## src/hw/rtl/assert_macros.svh

```systemverilog
// assertion helpers shared by the rtl
`ifndef ASSERT_MACROS_SVH
`define ASSERT_MACROS_SVH

// property must hold at every rising clock edge outside reset
`define ASSERT_PROP(lbl, clk, rst, prop, msg) \
   lbl: assert property (@(posedge clk) disable iff (rst) (prop)) else $error(msg);

// expression must never be true outside reset
`define ASSERT_NEVER(lbl, clk, rst, expr, msg) \
   `ASSERT_PROP(lbl, clk, rst, !(expr), msg)

`endif

```

## src/hw/rtl/gtc_pkg.sv

```systemverilog
`default_nettype none

package gtc_pkg;

   localparam int ROW_INDEX_W = 4;
   localparam int ROW_W = 16;
   localparam int COUNT_W = 5;
   localparam int NODE_W = 4;
   localparam int COLOR_W = 2;

   localparam int DEF_MAX_NODES = 16;
   localparam int DEF_NUM_COLORS = 3;

   localparam logic [COUNT_W-1:0] NODE_COUNT_RESET = 5'd16;
   localparam logic [COLOR_W-1:0] COLOR_NONE = 2'd0;

   typedef struct packed {
      logic load_ready;
      logic start;
      logic step_adv;
      logic step_back;
      logic emit_begin;
      logic found;
      logic emit;
   } ctrl_cmd_type;

   typedef struct packed {
      logic trigger;
      logic fit;
      logic level_zero;
      logic level_full;
      logic out_free;
      logic emit_last;
   } dp_status_type;

endpackage

`default_nettype wire

```

## src/hw/rtl/gtc_ifs.sv

```systemverilog
`default_nettype none

interface gtc_req_if;
   logic                               valid;
   logic                               ready;
   logic [gtc_pkg::ROW_INDEX_W-1:0]    row_index;
   logic [gtc_pkg::ROW_W-1:0]          row_bits;
   modport source (output valid, output row_index, output row_bits, input ready);
   modport sink (input valid, input row_index, input row_bits, output ready);
endinterface

interface gtc_rsp_if;
   logic                               valid;
   logic                               ready;
   logic [gtc_pkg::NODE_W-1:0]         node;
   logic [gtc_pkg::COLOR_W-1:0]        color;
   logic                               found;
   logic                               last;
   modport source (output valid, output node, output color, output found, output last,
                   input ready);
   modport sink (input valid, input node, input color, input found, input last,
                 output ready);
endinterface

interface gtc_csr_if;
   logic                               valid;
   logic                               ready;
   logic [gtc_pkg::COUNT_W-1:0]        data;
   modport source (output valid, output data, input ready);
   modport sink (input valid, input data, output ready);
endinterface

`default_nettype wire

```

## src/hw/rtl/graph_three_coloring_search.sv

```systemverilog
// graph three-coloring search
// req_port takes one adjacency row per word: row_index names the node and
// row_bits holds its edges, rows sent in order. csr_port writes node_count
// (1..MAX_NODES, 0 acts as 1), by the user only while the block is idle (unenforced).
// The word carrying row node_count-1 starts a depth-first search that gives
// each node the lowest color with no lower-numbered neighbour holding it,
// backtracking when none fits. Rows load at one word per cycle; req_port is
// not ready while a search or its output runs.
// Each search step (advance, backtrack or the final give-up at node 0) runs
// ST_WAIT (row read from the row RAM) then ST_STEP (color pick); a found
// coloring adds an ST_WAIT to see the full level, so the search is data dependent.
// rsp_port then gives node_count words (node, color, found=1), the last one
// flagged, or a single not-found word (node 0, color 0, found 0, last 1).
// Output words leave one per cycle through an output register; a stalled
// rsp_port holds the word and pauses the output sequence.
// Reset clears node_count to 16, the colors and the state machine; stored
// rows are not cleared and must be written before use.
`default_nettype none

module graph_three_coloring_search #(
   parameter int MAX_NODES = gtc_pkg::DEF_MAX_NODES,
   parameter int NUM_COLORS = gtc_pkg::DEF_NUM_COLORS
) (
   input wire logic  clock,
   input wire logic  reset,
   gtc_req_if.sink   req_port,
   gtc_rsp_if.source rsp_port,
   gtc_csr_if.sink   csr_port
);

   gtc_pkg::ctrl_cmd_type cmd;
   gtc_pkg::dp_status_type sts;

   gtc_ctrl u_ctrl (
      .clock (clock),
      .reset (reset),
      .sts   (sts),
      .cmd   (cmd)
   );

   gtc_dp #(
      .MAX_NODES  (MAX_NODES),
      .NUM_COLORS (NUM_COLORS)
   ) u_dp (
      .clock (clock),
      .reset (reset),
      .req   (req_port),
      .rsp   (rsp_port),
      .csr   (csr_port),
      .cmd   (cmd),
      .sts   (sts)
   );

endmodule

`default_nettype wire

```

## src/hw/rtl/gtc_ram.sv

```systemverilog
`default_nettype none

module gtc_ram #(
   parameter int WIDTH = 16,
   parameter int DEPTH = 16,
   parameter int ADDR_W = (DEPTH > 1) ? $clog2(DEPTH) : 1
) (
   input  wire logic              clock,
   input  wire logic              wr_en,
   input  wire logic [ADDR_W-1:0] wr_addr,
   input  wire logic [WIDTH-1:0]  wr_data,
   input  wire logic [ADDR_W-1:0] rd_addr,
   output logic      [WIDTH-1:0]  rd_data
);

   logic [WIDTH-1:0] mem [DEPTH];
   logic [WIDTH-1:0] rd_data_ff;

   always_ff @(posedge clock) begin
      if (wr_en) begin
         mem[wr_addr] <= wr_data;
      end
      rd_data_ff <= mem[rd_addr];
   end

   assign rd_data = rd_data_ff;

endmodule

`default_nettype wire

```

## src/hw/rtl/gtc_dp.sv

```systemverilog
`default_nettype none
`include "assert_macros.svh"

module gtc_dp #(
   parameter int MAX_NODES = gtc_pkg::DEF_MAX_NODES,
   parameter int NUM_COLORS = gtc_pkg::DEF_NUM_COLORS
) (
   input  wire logic                  clock,
   input  wire logic                  reset,
   gtc_req_if.sink                    req,
   gtc_rsp_if.source                  rsp,
   gtc_csr_if.sink                    csr,
   input  wire gtc_pkg::ctrl_cmd_type cmd,
   output gtc_pkg::dp_status_type     sts
);

   localparam int CNT_W = $clog2(MAX_NODES + 1);
   localparam int IDX_W = (MAX_NODES > 1) ? $clog2(MAX_NODES) : 1;
   localparam int CMP_W = (CNT_W > gtc_pkg::ROW_INDEX_W) ? CNT_W : gtc_pkg::ROW_INDEX_W;
   localparam int NW = (CNT_W > gtc_pkg::COUNT_W) ? CNT_W : gtc_pkg::COUNT_W;
   localparam int LIM = (MAX_NODES < gtc_pkg::ROW_W) ? MAX_NODES : gtc_pkg::ROW_W;

   logic [gtc_pkg::COUNT_W-1:0] node_count_ff;
   logic [gtc_pkg::COLOR_W-1:0] colors_ff [MAX_NODES];
   logic [CNT_W-1:0]            level_ff;
   logic                        found_ff;

   logic                        rsp_valid_ff;
   logic [gtc_pkg::NODE_W-1:0]  rsp_node_ff;
   logic [gtc_pkg::COLOR_W-1:0] rsp_color_ff;
   logic                        rsp_found_ff;
   logic                        rsp_last_ff;

   logic [CNT_W-1:0]            n_eff;
   logic [CNT_W-1:0]            n_last;
   logic                        row_in_range;
   logic                        wr_en;
   logic [IDX_W-1:0]            lvl_idx;
   logic [gtc_pkg::ROW_W-1:0]   row;
   logic [gtc_pkg::COLOR_W-1:0] cur_color;
   logic [(2**gtc_pkg::COLOR_W)-1:0] blocked;
   logic                        fit;
   logic [gtc_pkg::COLOR_W-1:0] pick;
   logic                        at_last;

   // clamp the node count into 1..MAX_NODES
   always_comb begin
      if (node_count_ff == '0) begin
         n_eff = CNT_W'(1);
      end else if (NW'(node_count_ff) > NW'(MAX_NODES)) begin
         n_eff = CNT_W'(MAX_NODES);
      end else begin
         n_eff = CNT_W'(node_count_ff);
      end
   end

   assign n_last = n_eff - CNT_W'(1);
   assign row_in_range = CMP_W'(req.row_index) < CMP_W'(MAX_NODES);
   assign req.ready = cmd.load_ready;
   assign wr_en = req.valid && req.ready && row_in_range;
   assign csr.ready = 1'b1;
   assign lvl_idx = IDX_W'(level_ff);

   gtc_ram #(
      .WIDTH (gtc_pkg::ROW_W),
      .DEPTH (MAX_NODES)
   ) u_rows (
      .clock   (clock),
      .wr_en   (wr_en),
      .wr_addr (IDX_W'(req.row_index)),
      .wr_data (req.row_bits),
      .rd_addr (lvl_idx),
      .rd_data (row)
   );

   assign cur_color = colors_ff[lvl_idx];

   // colors held by lower-numbered neighbours of the current node
   always_comb begin
      blocked = '0;
      for (int j = 0; j < LIM; j++) begin
         if ((CNT_W'(j) < level_ff) && row[j]) begin
            blocked[colors_ff[j]] = 1'b1;
         end
      end
   end

   // lowest free color above the one the node holds now
   always_comb begin
      fit = 1'b0;
      pick = gtc_pkg::COLOR_NONE;
      for (int c = NUM_COLORS; c >= 1; c--) begin
         if ((gtc_pkg::COLOR_W'(c) > cur_color) && !blocked[c]) begin
            fit = 1'b1;
            pick = gtc_pkg::COLOR_W'(c);
         end
      end
   end

   assign at_last = !found_ff || (level_ff == n_last);

   always_comb begin
      sts.trigger = req.valid && row_in_range && (CMP_W'(req.row_index) == CMP_W'(n_last));
      sts.fit = fit;
      sts.level_zero = (level_ff == '0);
      sts.level_full = (level_ff == n_eff);
      sts.out_free = !rsp_valid_ff || rsp.ready;
      sts.emit_last = at_last;
   end

   always_ff @(posedge clock) begin
      if (reset) begin
         node_count_ff <= gtc_pkg::NODE_COUNT_RESET;
         for (int i = 0; i < MAX_NODES; i++) begin
            colors_ff[i] <= gtc_pkg::COLOR_NONE;
         end
         level_ff <= '0;
         found_ff <= 1'b0;
         rsp_valid_ff <= 1'b0;
      end else begin
         if (csr.valid && csr.ready) begin
            node_count_ff <= csr.data;
         end
         if (cmd.start) begin
            for (int i = 0; i < MAX_NODES; i++) begin
               colors_ff[i] <= gtc_pkg::COLOR_NONE;
            end
            level_ff <= '0;
         end
         if (cmd.step_adv) begin
            colors_ff[lvl_idx] <= pick;
            level_ff <= level_ff + CNT_W'(1);
         end
         if (cmd.step_back) begin
            colors_ff[lvl_idx] <= gtc_pkg::COLOR_NONE;
            level_ff <= level_ff - CNT_W'(1);
         end
         if (cmd.emit_begin) begin
            level_ff <= '0;
            found_ff <= cmd.found;
         end
         if (cmd.emit) begin
            rsp_valid_ff <= 1'b1;
            level_ff <= level_ff + CNT_W'(1);
         end else if (rsp.ready) begin
            rsp_valid_ff <= 1'b0;
         end
      end
   end

   always_ff @(posedge clock) begin
      if (cmd.emit) begin
         rsp_node_ff <= gtc_pkg::NODE_W'(level_ff);
         rsp_color_ff <= found_ff ? cur_color : gtc_pkg::COLOR_NONE;
         rsp_found_ff <= found_ff;
         rsp_last_ff <= at_last;
      end
   end

   assign rsp.valid = rsp_valid_ff;
   assign rsp.node = rsp_node_ff;
   assign rsp.color = rsp_color_ff;
   assign rsp.found = rsp_found_ff;
   assign rsp.last = rsp_last_ff;

   `ASSERT_NEVER(found_has_color, clock, reset,
      rsp_valid_ff && rsp_found_ff && (rsp_color_ff == gtc_pkg::COLOR_NONE),
      "found word without a color")
   `ASSERT_NEVER(miss_shape, clock, reset,
      rsp_valid_ff && !rsp_found_ff &&
      (!rsp_last_ff || (rsp_color_ff != gtc_pkg::COLOR_NONE) || (rsp_node_ff != '0)),
      "malformed not-found word")
   `ASSERT_PROP(last_node, clock, reset,
      (rsp_valid_ff && rsp_found_ff && rsp_last_ff) |->
      (rsp_node_ff == gtc_pkg::NODE_W'(n_last)),
      "last word not on the last node")

endmodule

`default_nettype wire

```

## src/hw/rtl/gtc_ctrl.sv

```systemverilog
`default_nettype none
`include "assert_macros.svh"

module gtc_ctrl (
   input  wire logic                   clock,
   input  wire logic                   reset,
   input  wire gtc_pkg::dp_status_type sts,
   output gtc_pkg::ctrl_cmd_type       cmd
);

   typedef enum logic [1:0] {
      ST_LOAD,
      ST_WAIT,
      ST_STEP,
      ST_EMIT
   } state_type;

   state_type state_ff;
   state_type state_in;

   always_comb begin
      cmd = '0;
      state_in = state_ff;
      case (state_ff)
         ST_LOAD: begin
            cmd.load_ready = 1'b1;
            if (sts.trigger) begin
               cmd.start = 1'b1;
               state_in = ST_WAIT;
            end
         end
         // row of the current level is being read
         ST_WAIT: begin
            if (sts.level_full) begin
               cmd.emit_begin = 1'b1;
               cmd.found = 1'b1;
               state_in = ST_EMIT;
            end else begin
               state_in = ST_STEP;
            end
         end
         ST_STEP: begin
            if (sts.fit) begin
               cmd.step_adv = 1'b1;
               state_in = ST_WAIT;
            end else if (sts.level_zero) begin
               cmd.emit_begin = 1'b1;
               state_in = ST_EMIT;
            end else begin
               cmd.step_back = 1'b1;
               state_in = ST_WAIT;
            end
         end
         ST_EMIT: begin
            if (sts.out_free) begin
               cmd.emit = 1'b1;
               if (sts.emit_last) begin
                  state_in = ST_LOAD;
               end
            end
         end
         default: begin
            state_in = ST_LOAD;
         end
      endcase
   end

   always_ff @(posedge clock) begin
      if (reset) begin
         state_ff <= ST_LOAD;
      end else begin
         state_ff <= state_in;
      end
   end

   `ASSERT_NEVER(back_from_root, clock, reset, cmd.step_back && sts.level_zero, "backtrack below the first node")
   `ASSERT_PROP(emit_after_search, clock, reset, (state_ff == ST_EMIT) |-> $past(state_ff == ST_EMIT || state_ff == ST_WAIT || state_ff == ST_STEP), "emit entered from loading")

endmodule

`default_nettype wire

```

## src/flat_wrapper.sv

```systemverilog
// flat-port wrapper written by rule: the top's interface ports become plain ports
module graph_three_coloring_search_flat 
#(
   parameter int MAX_NODES = gtc_pkg::DEF_MAX_NODES,
   parameter int NUM_COLORS = gtc_pkg::DEF_NUM_COLORS
)
  (clock, reset, req_port_valid, req_port_row_index, req_port_row_bits, req_port_ready, rsp_port_valid, rsp_port_node, rsp_port_color, rsp_port_found, rsp_port_last, rsp_port_ready, csr_port_valid, csr_port_data, csr_port_ready);
  gtc_req_if req_port_i ();
  gtc_rsp_if rsp_port_i ();
  gtc_csr_if csr_port_i ();
  input wire logic clock;
  input wire logic reset;
  input wire logic [$bits(req_port_i.valid)-1:0] req_port_valid;
  input wire logic [$bits(req_port_i.row_index)-1:0] req_port_row_index;
  input wire logic [$bits(req_port_i.row_bits)-1:0] req_port_row_bits;
  output wire logic [$bits(req_port_i.ready)-1:0] req_port_ready;
  output wire logic [$bits(rsp_port_i.valid)-1:0] rsp_port_valid;
  output wire logic [$bits(rsp_port_i.node)-1:0] rsp_port_node;
  output wire logic [$bits(rsp_port_i.color)-1:0] rsp_port_color;
  output wire logic [$bits(rsp_port_i.found)-1:0] rsp_port_found;
  output wire logic [$bits(rsp_port_i.last)-1:0] rsp_port_last;
  input wire logic [$bits(rsp_port_i.ready)-1:0] rsp_port_ready;
  input wire logic [$bits(csr_port_i.valid)-1:0] csr_port_valid;
  input wire logic [$bits(csr_port_i.data)-1:0] csr_port_data;
  output wire logic [$bits(csr_port_i.ready)-1:0] csr_port_ready;
  assign req_port_i.valid = req_port_valid;
  assign req_port_i.row_index = req_port_row_index;
  assign req_port_i.row_bits = req_port_row_bits;
  assign req_port_ready = req_port_i.ready;
  assign rsp_port_valid = rsp_port_i.valid;
  assign rsp_port_node = rsp_port_i.node;
  assign rsp_port_color = rsp_port_i.color;
  assign rsp_port_found = rsp_port_i.found;
  assign rsp_port_last = rsp_port_i.last;
  assign rsp_port_i.ready = rsp_port_ready;
  assign csr_port_i.valid = csr_port_valid;
  assign csr_port_i.data = csr_port_data;
  assign csr_port_ready = csr_port_i.ready;
  graph_three_coloring_search #(.MAX_NODES(MAX_NODES), .NUM_COLORS(NUM_COLORS)) u_core (.clock(clock), .reset(reset), .req_port(req_port_i), .rsp_port(rsp_port_i), .csr_port(csr_port_i));
endmodule
```

## config.mk

```make
export PLATFORM = sky130hd
export DESIGN_NAME = graph_three_coloring_search_flat
export DESIGN_NICKNAME = d
export VERILOG_FILES = /design/src/hw/rtl/gtc_pkg.sv /design/src/hw/rtl/gtc_ifs.sv /design/src/hw/rtl/graph_three_coloring_search.sv /design/src/hw/rtl/gtc_ram.sv /design/src/hw/rtl/gtc_dp.sv /design/src/hw/rtl/gtc_ctrl.sv /design/src/flat_wrapper.sv
export VERILOG_INCLUDE_DIRS = /design/src /design/src/hw/rtl
export SDC_FILE = /design/constraint.sdc
export NUM_CORES = 1
export LEC_CHECK = 0
export BUFFER_PORTS_ARGS = -buffer_cell sky130_fd_sc_hd__buf_2
export CAP_MARGIN = 20
export CORE_UTILIZATION = 56
export DETAILED_ROUTE_END_ITERATION = 7
export PLACE_DENSITY = 0.76
export SETUP_SLACK_MARGIN = 0.3
export SYNTH_ARGS = -nofsm -noshare
export SYNTH_HDL_FRONTEND = slang
export SYNTH_SLANG_ARGS = --single-unit
```

## constraint.sdc

```tcl
create_clock -name clock -period 3.6 [get_ports clock]
set_clock_uncertainty 0.2 [all_clocks]
set_input_delay 0.36 -clock clock [delete_from_list [all_inputs] [get_ports clock]]
set_output_delay 0.36 -clock clock [all_outputs]
set_load 0.01 [all_outputs]
```

==> results.yml, run 1 <==
cts:
  cts_tree: "done"
  clk_latency_ns: 0.53
  cts_htree_levels: 2
  cts_root_buf: "clkbuf_16"
  cts.sinks: 330
  cts_made_buffers: 35
  path_clk_slew_ns: 0.07
  clk_path_buf_depth: 3
grt:
  grt_use_total: 0.267
  grt_max_degree: 55
  antenna_found_initial: 0
  overflow: 0
  grt_pass1_vias: 8290
  grt_first_pass_wirelength_um: 49600
sta:
  slew-limit-headroom: 0.312
  setup_violations: 0
  holdWs_ns: 0.00681
  min_period_ns: 3.41
  rsz0062_at_grt: "true"
  hold_viol_final: 0
  fin_crit_sh: 0.948
  worst_slew_pin_slew_ns: 1.02
  finalSetupTns_ns: 0
  drv_slew: 0
  fmax_mhz: 293
setup_path:
  cp_common_cell: "mux4_2"
  cp_cell_sequence: "buf_12 -> buf_4 -> mux4_2 -> mux4_2 -> or4_4 -> a21oi_4 -> o21ai_4 -> o21ai_1"
  startpoint_type: "flop"
  ff2ff_path_depth: 8
  path_max_fanout: 9
  critical-path-top-delay-family: "multiplexers"
  r2r_setup_slack_ns: 0.19
  worst_setup_path_end_kind: "flop"
  slowest_stage: "mux4_2"
  crit_buf_inv: 2
  critical_path_arrival_ns: 3.42
  crit_path_max_incr_delay_ns: 0.59
  path_depth: 8
  cp.required_ns: 3.60
  crit_type: "flop to flop"
power_and_ir_drop:
  switchingPower_w: 0.00184
  leakage_nw: 5.33
  seqPwrFrac: 0.522
  ir_drop_mv: 0.436
  p_int_w: 0.00646
  switching_share: 0.222
  combPwrFrac: 0.063
  clkPwrFrac: 0.415
  power_density_nw_per_um2: 510
final_layout:
  antenna_cells: 0
  layout.nets: 975
  area_growth_pct: 16.7
  final_cells: 1285
  fin_util: 0.668
  layout_common_cells: "edfxtp_1, mux4_2, nand2_1"
  final_common_cell: "edfxtp_1"
  drive_gt1_frac: 0.289
synth:
  ys_seq_area_frac: 0.685
  yosys_most_used_dff: "edfxtp_1"
  synth_fp_nets: 871
  syn_avg_cell_area_um2: 16.8
  synthCells: 832
  ys_seq_elements: 330
  async_flop_share: 0
  syn_area_um2: 14000
  ys_types: 65
  yosysWarnings: 0
  synth-edff-count: 296
floorplanning:
  start_util: 0.573
  fp.coreArea_um2: 24400
  pin_count: 41
  dieArea_um2: 25600
  num_rows: 57
  die_w_um: 160
  die_h_um: 160
placed_design:
  place_inst: 1196
  port_buffers: 39
  place_congestion: 1.00
  place_hpwl_um: 19500
status:
  status: "completed"
route:
  routed_wl_um: 33200
  drc: 0
  first_pass_iters: 5
  drtIter0Drc: 885
  wl_per_cell_um: 25.8
  vias: 8237
  routed_via_density: 6.41
  detail-route-antenna-nets: 0
job:
  cap_violations: 0
worst_hold_path:
  worstHoldPathType: "primary input to flop"
  hold_depth: 1
-- stage by stage --
stage          power (W)  worst slack, ns  instance area, um^2
4_1_cts          0.00834            0.207                16200
3_5_place_dp     0.00489            0.168                14800
5_1_grt          0.00854           0.0667                16300
6_report         0.00831            0.186                16300
2_1_floorplan    0.00467            0.300                14000
3_3_place_gp     0.00487            0.201                14800
-- kinds of logic (layout without fill, tap and decap cells) --
| group | Yosys count | after routing | synth area share |
|---|---|---|---|
| compound gates | 99 | 99 | 0.0502 |
| xor+xnor | 11 | 11 | 0.00887 |
| fa+ha+maj | 9 | 9 | 0.00806 |
| buf+inv | 66 | 195 | 0.0190 |
| flops | 330 | 330 | 0.685 |
| mux | 98 | 98 | 0.150 |
| other cells | 1 | 1 | 0.000268 |
| simple gates | 218 | 218 | 0.0788 |
-- worst reg2reg max path, stage by stage, from the launching register on --
cell and delay, ns:
dfxtp_2 0.34, buf_12 0.12, buf_4 0.12, mux4_2 0.49, mux4_2 0.59, or4_4 0.58, a21oi_4 0.23, o21ai_4 0.15
o21ai_1 0.27
-- flip-flops by register name, summed over array words and instances (netlist names), 2 cells and up, named ones only --
name,flops
u_core.u_ctrl.state_ff,2
u_core.u_dp.colors_ff,32
u_core.u_dp.level_ff,5
u_core.u_dp.node_count_ff,5
u_core.u_dp.rsp.color,2
u_core.u_dp.rsp.node,4
u_core.u_dp.u_rows.mem,256
u_core.u_dp.u_rows.rd_data,16
-- worst paths after layout --
check / start / endpoint
setup / recovery: flop / u_core.u_dp.colors_ff[3][1]$_SDFFCE_PN0P_
hold / removal: req_port_row_bits[4] / u_core.u_dp.u_rows.mem[13][4]$_DFFE_PP_
setup reg to reg: flop / u_core.u_dp.colors_ff[3][1]$_SDFFCE_PN0P_
hold reg to reg: u_core.u_dp.rsp.valid$_SDFFE_PP0P_ / u_core.u_dp.rsp.valid$_SDFFE_PP0P_
-- cell type report --
| type | count | area [um^2] |
|---|---|---|
| clock buffer | 45 | 923 |
| clock inverter | 17 | 185 |
| fill | 1604 | 8090 |
| inverter | 19 | 71.3 |
| multi-input combinational | 436 | 4300 |
| sequential | 330 | 9580 |
| tap | 324 | 405 |
| timing repair buffer | 114 | 843 |
-- power by group through the flow --
stage	Combinational [W]	Clock, W	Sequential [W]
6_report	0.000525	0.00345	0.00433
3_5_place_dp	0.000479	0	0.00441
3_3_place_gp	0.000466	0	0.00441
2_1_floorplan	0.000284	0	0.00438
5_1_grt	0.000562	0.00364	0.00434
4_1_cts	0.000509	0.00350	0.00433
-- cell usage after synthesis (all sizes together) (9+ instances only) --
| master | n | share of area |
|---|---|---|
| edfxtp | 296 | 0.64 |
| mux4 | 89 | 0.14 |
| nand2 | 58 | 0.016 |
| nor2 | 55 | 0.015 |
| dfxtp | 34 | 0.049 |
| clkbuf | 29 | 0.0078 |
| a21oi | 23 | 0.0090 |
| nor3 | 21 | 0.0079 |
| inv | 19 | 0.0051 |
| buf | 18 | 0.0061 |
| o21ai | 18 | 0.0064 |
| and3 | 14 | 0.0063 |
| nand3 | 13 | 0.0047 |
| ha | 9 | 0.0081 |
| mux2i | 9 | 0.0064 |
-- metal layers --
metal  share of wire  GRT usage  vias up
li1                -          -     3556
met1            0.38      0.354     4153
met2            0.50      0.438      423
met3           0.083     0.0426      105
met4           0.040      0.123        0
met5               0          0        -
-- what timing repair did --
| item | in CTS | in global routing |
|---|---|---|
| hold endpoints to repair | 158 | 0 |
| setup endpoints to repair | 46 | 58 |
| buffers inserted | 2 | 3 |
| resized for setup | 9 | 14 |
| hold buffers | 21 | 0 |
| pin swaps | 8 | 4 |
No activity file was read; power rests on OpenSTA's default activity.
==> inputs of run 2 (changes only) <==
RECOVER_POWER = 100   (was default)
==> results.yml, run 2 (synthesis results as in run 1) <==
placed_design:
  place_hpwl_um: 19500
  place_congestion: 1.00
  placedInstanceArea_um2: 14800
  place_inst: 1196
  port_buffers: 39
floorplanning:
  start_util: 0.573
  num_rows: 57
  die_w_um: 160
  pin_count: 41
  die_h_um: 160
  fp.coreArea_um2: 24400
  dieArea_um2: 25600
route:
  drc: 0
  wl_per_cell_um: 25.9
  detail-route-antenna-nets: 0
  routed_via_density: 6.43
  routed_wl_um: 33300
  vias: 8257
  first_pass_iters: 5
  drtIter0Drc: 791
sta:
  finalSetupTns_ns: 0
  worst_slew_pin_slew_ns: 1.65
  hold_viol_final: 0
  min_period_ns: 3.44
  fin_crit_sh: 0.957
  setup_violations: 0
  slew-limit-headroom: -0.101
  rsz0062_at_grt: "true"
  fmax_mhz: 290
  holdWs_ns: 0.0191
  drv_slew: 34
cts:
  clk_latency_ns: 0.53
  cts.sinks: 330
  cts_htree_levels: 2
  clk_path_buf_depth: 3
  cts_root_buf: "clkbuf_16"
  cts_tree: "done"
  path_clk_slew_ns: 0.07
  cts_made_buffers: 35
setup_path:
  cp_cell_sequence: "buf_12 -> buf_4 -> mux4_2 -> mux4_2 -> or4_4 -> buf_4 -> o31ai_2 -> clkbuf_1 -> nand2_1 -> nor2_2"
  worst_setup_path_end_kind: "flop"
  startpoint_type: "flop"
  critical_path_arrival_ns: 3.61
  crit_type: "flop to flop"
  path_max_fanout: 9
  slowest_stage: "mux4_2"
  crit_path_max_incr_delay_ns: 0.60
  cp.required_ns: 3.76
final_layout:
  final_cells: 1285
  largest_register_ffs: 256
  layout_common_cells: "edfxtp_1, mux4_2, nand2_1"
  layout.nets: 975
  final_common_cell: "edfxtp_1"
  area_growth_pct: 15.3
  fin_area_um2: 16100
  regMostFlops: "u_core.u_dp.u_rows.mem"
  drive_gt1_frac: 0.228
  antenna_cells: 0
status:
  failed_checks: "max-capacitance violations, max-slew violations"
  status: "finished with violations"
grt:
  grt_pass1_vias: 8290
  grt_first_pass_wirelength_um: 49600
  antenna_found_initial: 0
  grt_max_degree: 55
  grt_use_total: 0.267
  overflow: 0
power_and_ir_drop:
  total_power_w: 0.00830
  leakage_nw: 5.15
  power_density_nw_per_um2: 515
  ir_drop_mv: 0.436
job:
  cap_violations: 2
worst_hold_path:
  worstHoldPathType: "primary input to flop"
## run 2: cell types whose count changed in the layout (fill, tap and decap cells not counted), moves of 4 or more
| cell | change |
|---|---|
| clkbuf_1 | +46 |
| buf_2 | -26 |
| buf_4 | -24 |
| o21ai_1 | +5 |
| o21ai_2 | -5 |
| clkbuf_2 | +4 |
## run 2: worst max-delay path, delay by kind of cell (launching register included)
family	cells	cell delay, ns
flip-flops	1	0.34
buffers and inverters	4	0.65
multiplexers	2	1.09
AND/OR/NAND/NOR	3	0.90
AO/OA/AOI/OAI	1	0.09
## run 2: per-stage QoR
| stage | util | setup WS, ns |
|---|---|---|
| after global placement | 0.608 | 0.201 |
| after global routing | 0.661 | 0.0430 |
| after CTS | 0.664 | 0.207 |
| after detailed placement | 0.608 | 0.168 |
| final | 0.661 | 0.155 |
| after floorplan | - | 0.300 |
## run 2: final timing paths
kind / startpoint / endpoint / slack (ns) / cells after the start
min: csr_port_valid / u_core.u_dp.node_count_ff[0]$_SDFFE_PP0P_ / 0.02 / 3
max: flop / u_core.u_dp.colors_ff[12][0]$_SDFFCE_PN0P_ / 0.16 / 10
min reg2reg: u_core.u_dp.rsp.valid$_SDFFE_PP0P_ / u_core.u_dp.rsp.valid$_SDFFE_PP0P_ / 0.33 / 2
max reg2reg: flop / u_core.u_dp.colors_ff[12][0]$_SDFFCE_PN0P_ / 0.16 / 10
## run 2: where the power goes
group / switching, W / total (W) / internal [W] / leakage (nW)
clock: 0.00147 / 0.00346 / 0.00198 / 0.538
sequential: 0.0000640 / 0.00434 / 0.00427 / 3.00
combinational: 0.000311 / 0.000503 / 0.000192 / 1.61
## run 2: layout make-up
class                   count  area [um^2]
inverters                  19         71.3
flip-flops and latches    330         9580
multi-input cells         436         4240
well taps                 324          405
repair buffers            114          706
fillers                  1658         8280
clock inverters            17          185
clock buffers              45          923
## run 2: routing by layer
layer | up-vias | GRT usage | wire [um]
met5 | - | 0 | 0
li1 | 3562 | - | -
met1 | 4162 | 0.354 | 12700
met4 | 0 | 0.123 | 1260
met3 | 101 | 0.0426 | 2820
met2 | 432 | 0.438 | 16500
## run 2: what timing repair did
item,in CTS,in global routing
gates resized for setup,9,14
hold buffers,21,0
pin swaps,8,4
endpoints found under the setup margin,46,58
hold endpoints to repair,158,0
buffers inserted,2,3
==> inputs of run 3 (changes only) <==
BUFFER_PORTS_ARGS = default   (was -buffer_cell sky130_fd_sc_hd__buf_2)
CORE_UTILIZATION = 57   (was 56)
DONT_BUFFER_PORTS = 1   (was default)
PLACE_DENSITY = 0.75   (was 0.76)
==> results.yml, run 3 (synthesis results as in run 1) <==
setup_path:
  ff2ff_path_depth: 9
  worst_setup_path_end_kind: "flop"
  r2r_setup_slack_ns: 0.12
  crit_type: "flop to flop"
  reg2reg_to: "u_core.u_dp.colors_ff[7][1]$_SDFFCE_PN0P_"
  critical_path_arrival_ns: 3.47
  path_max_fanout: 8
  cp.required_ns: 3.59
  startpoint_type: "flop"
floorplanning:
  dieArea_um2: 25100
  start_util: 0.588
  die_h_um: 159
  pin_count: 41
  die_w_um: 159
  num_rows: 56
  fp.coreArea_um2: 23800
sta:
  hold_viol_final: 0
  slew-limit-headroom: -0.00567
  worst_slew_pin_slew_ns: 1.51
  fmax_mhz: 287
  drv_slew: 17
  min_period_ns: 3.48
  finalSetupTns_ns: 0
  fin_crit_sh: 0.967
  rsz0062_at_grt: "true"
  setup_violations: 0
grt:
  grt_first_pass_wirelength_um: 51800
  use_met2: 0.500
  overflow: 0
  grt_use_total: 0.293
  grt.met1_usage: 0.379
  grt_pass1_vias: 8282
  grt_max_degree: 66
  antenna_found_initial: 1
  busiest_layer: "met2"
  gr-usage-met3: 0.0495
placed_design:
  port_buffers: 0
  placedInstanceArea_um2: 14700
  place_hpwl_um: 20300
  place_congestion: 0.915
final_layout:
  antenna_cells: 0
  fin_area_um2: 16100
  layout_common_cells: "edfxtp_1, mux4_2, nand2_1"
  fin_util: 0.677
  regMostFlops: "u_core.u_dp.u_rows.mem"
  layout.nets: 947
  largest_register_ffs: 256
  area_growth_pct: 15.0
  final_common_cell: "edfxtp_1"
  drive_gt1_frac: 0.241
route:
  wl_per_cell_um: 27.8
  drtIter0Drc: 843
  routed_via_density: 6.65
  routed_wl_um: 34800
  first_pass_iters: 6
  vias: 8323
  drc: 0
  detail-route-antenna-nets: 0
cts:
  cts_root_buf: "clkbuf_16"
  clk_latency_ns: 0.52
  cts_made_buffers: 34
  cts.sinks: 330
  cts_htree_levels: 2
  clk_path_buf_depth: 3
  path_clk_slew_ns: 0.06
  cts_tree: "done"
power_and_ir_drop:
  total_power_w: 0.00816
  ir_drop_mv: 0.518
  leakage_nw: 5.16
  power_density_nw_per_um2: 508
status:
  failed_checks: "max-capacitance violations, max-slew violations"
  status: "finished with violations"
worst_hold_path:
  worstHoldPathType: "primary input to flop"
  whs_endpoint: "u_core.u_dp.colors_ff[8][1]$_SDFFCE_PN0P_"
  hold_depth: 4
  min-delay-start: "reset"
job:
  cap_violations: 1
==> run 3: worst max-delay path, cell delays in order (launching register included) <==
cell,delay [ns]
dfxtp_2,0.34
buf_12,0.13
mux4_2,0.50
mux2i_1,0.18
mux2i_1,0.12
or4_4,0.50
or4_4,0.46
a21oi_4,0.24
o21ai_4,0.13
o31ai_2,0.34
==> run 3: how the worst max path moves through the flow <==
stage                                                 to                            startpoint  cells past startpoint  slack, ns
6_report       u_core.u_dp.colors_ff[7][1]$_SDFFCE_PN0P_                                  flop                      9       0.12
5_1_grt             u_core.u_dp.level_ff[2]$_SDFFE_PP0P_  u_core.u_dp.level_ff[0]$_SDFFE_PP0P_                     11       0.06
4_1_cts        u_core.u_dp.colors_ff[7][0]$_SDFFCE_PN0P_                                  flop                     10       0.22
3_5_place_dp   u_core.u_dp.colors_ff[7][0]$_SDFFCE_PN0P_  u_core.u_dp.level_ff[4]$_SDFFE_PP0P_                     10      -0.26
3_3_place_gp   u_core.u_dp.colors_ff[7][0]$_SDFFCE_PN0P_  u_core.u_dp.level_ff[4]$_SDFFE_PP0P_                     10      -0.19
2_1_floorplan  u_core.u_dp.colors_ff[7][0]$_SDFFCE_PN0P_                                  flop                      9       0.30
==> run 3: cell type report <==
type | count | area (um^2)
Multi-Input combinational cell | 436 | 4300
Clock buffer | 42 | 881
Fill cell | 1510 | 7680
Tap cell | 319 | 399
Sequential cell | 330 | 9580
Inverter | 19 | 71.3
Clock inverter | 19 | 166
Timing Repair Buffer | 87 | 674
==> run 3: where the power goes <==
group	switching, W	internal, W	total [W]
clock	0.00142	0.00190	0.00332
combinational	0.000310	0.000190	0.000500
sequential	0.0000726	0.00427	0.00434
total	0.00180	0.00636	0.00816
==> run 3: repair_timing <==
item / in CTS / in global routing
hold buffers: 25 / 1
pin swaps: 8 / 5
buffers inserted: 3 / 2
endpoints found under the hold margin: 279 / 10
gates resized for setup: 23 / 12
endpoints found under the setup margin: 57 / 56
==> run 3: stage by stage <==
step / cells / setup WS [ns] / hold slack [ns]
after floorplan: 832 / 0.300 / 0.206
after global placement: 1160 / -0.192 / 0.236
after detailed placement: 1160 / -0.261 / 0.233
after CTS: 1249 / 0.221 / -0.302
after global routing: 1252 / 0.0576 / 0.168
final: 1252 / 0.119 / 0.159
==> run 3: layer usage <==
| metal | vias up | part of all wire |
|---|---|---|
| li1 | 3501 | - |
| met1 | 4229 | 0.37 |
| met2 | 502 | 0.51 |
| met3 | 89 | 0.083 |
| met4 | 2 | 0.035 |
| met5 | - | 0.00037 |
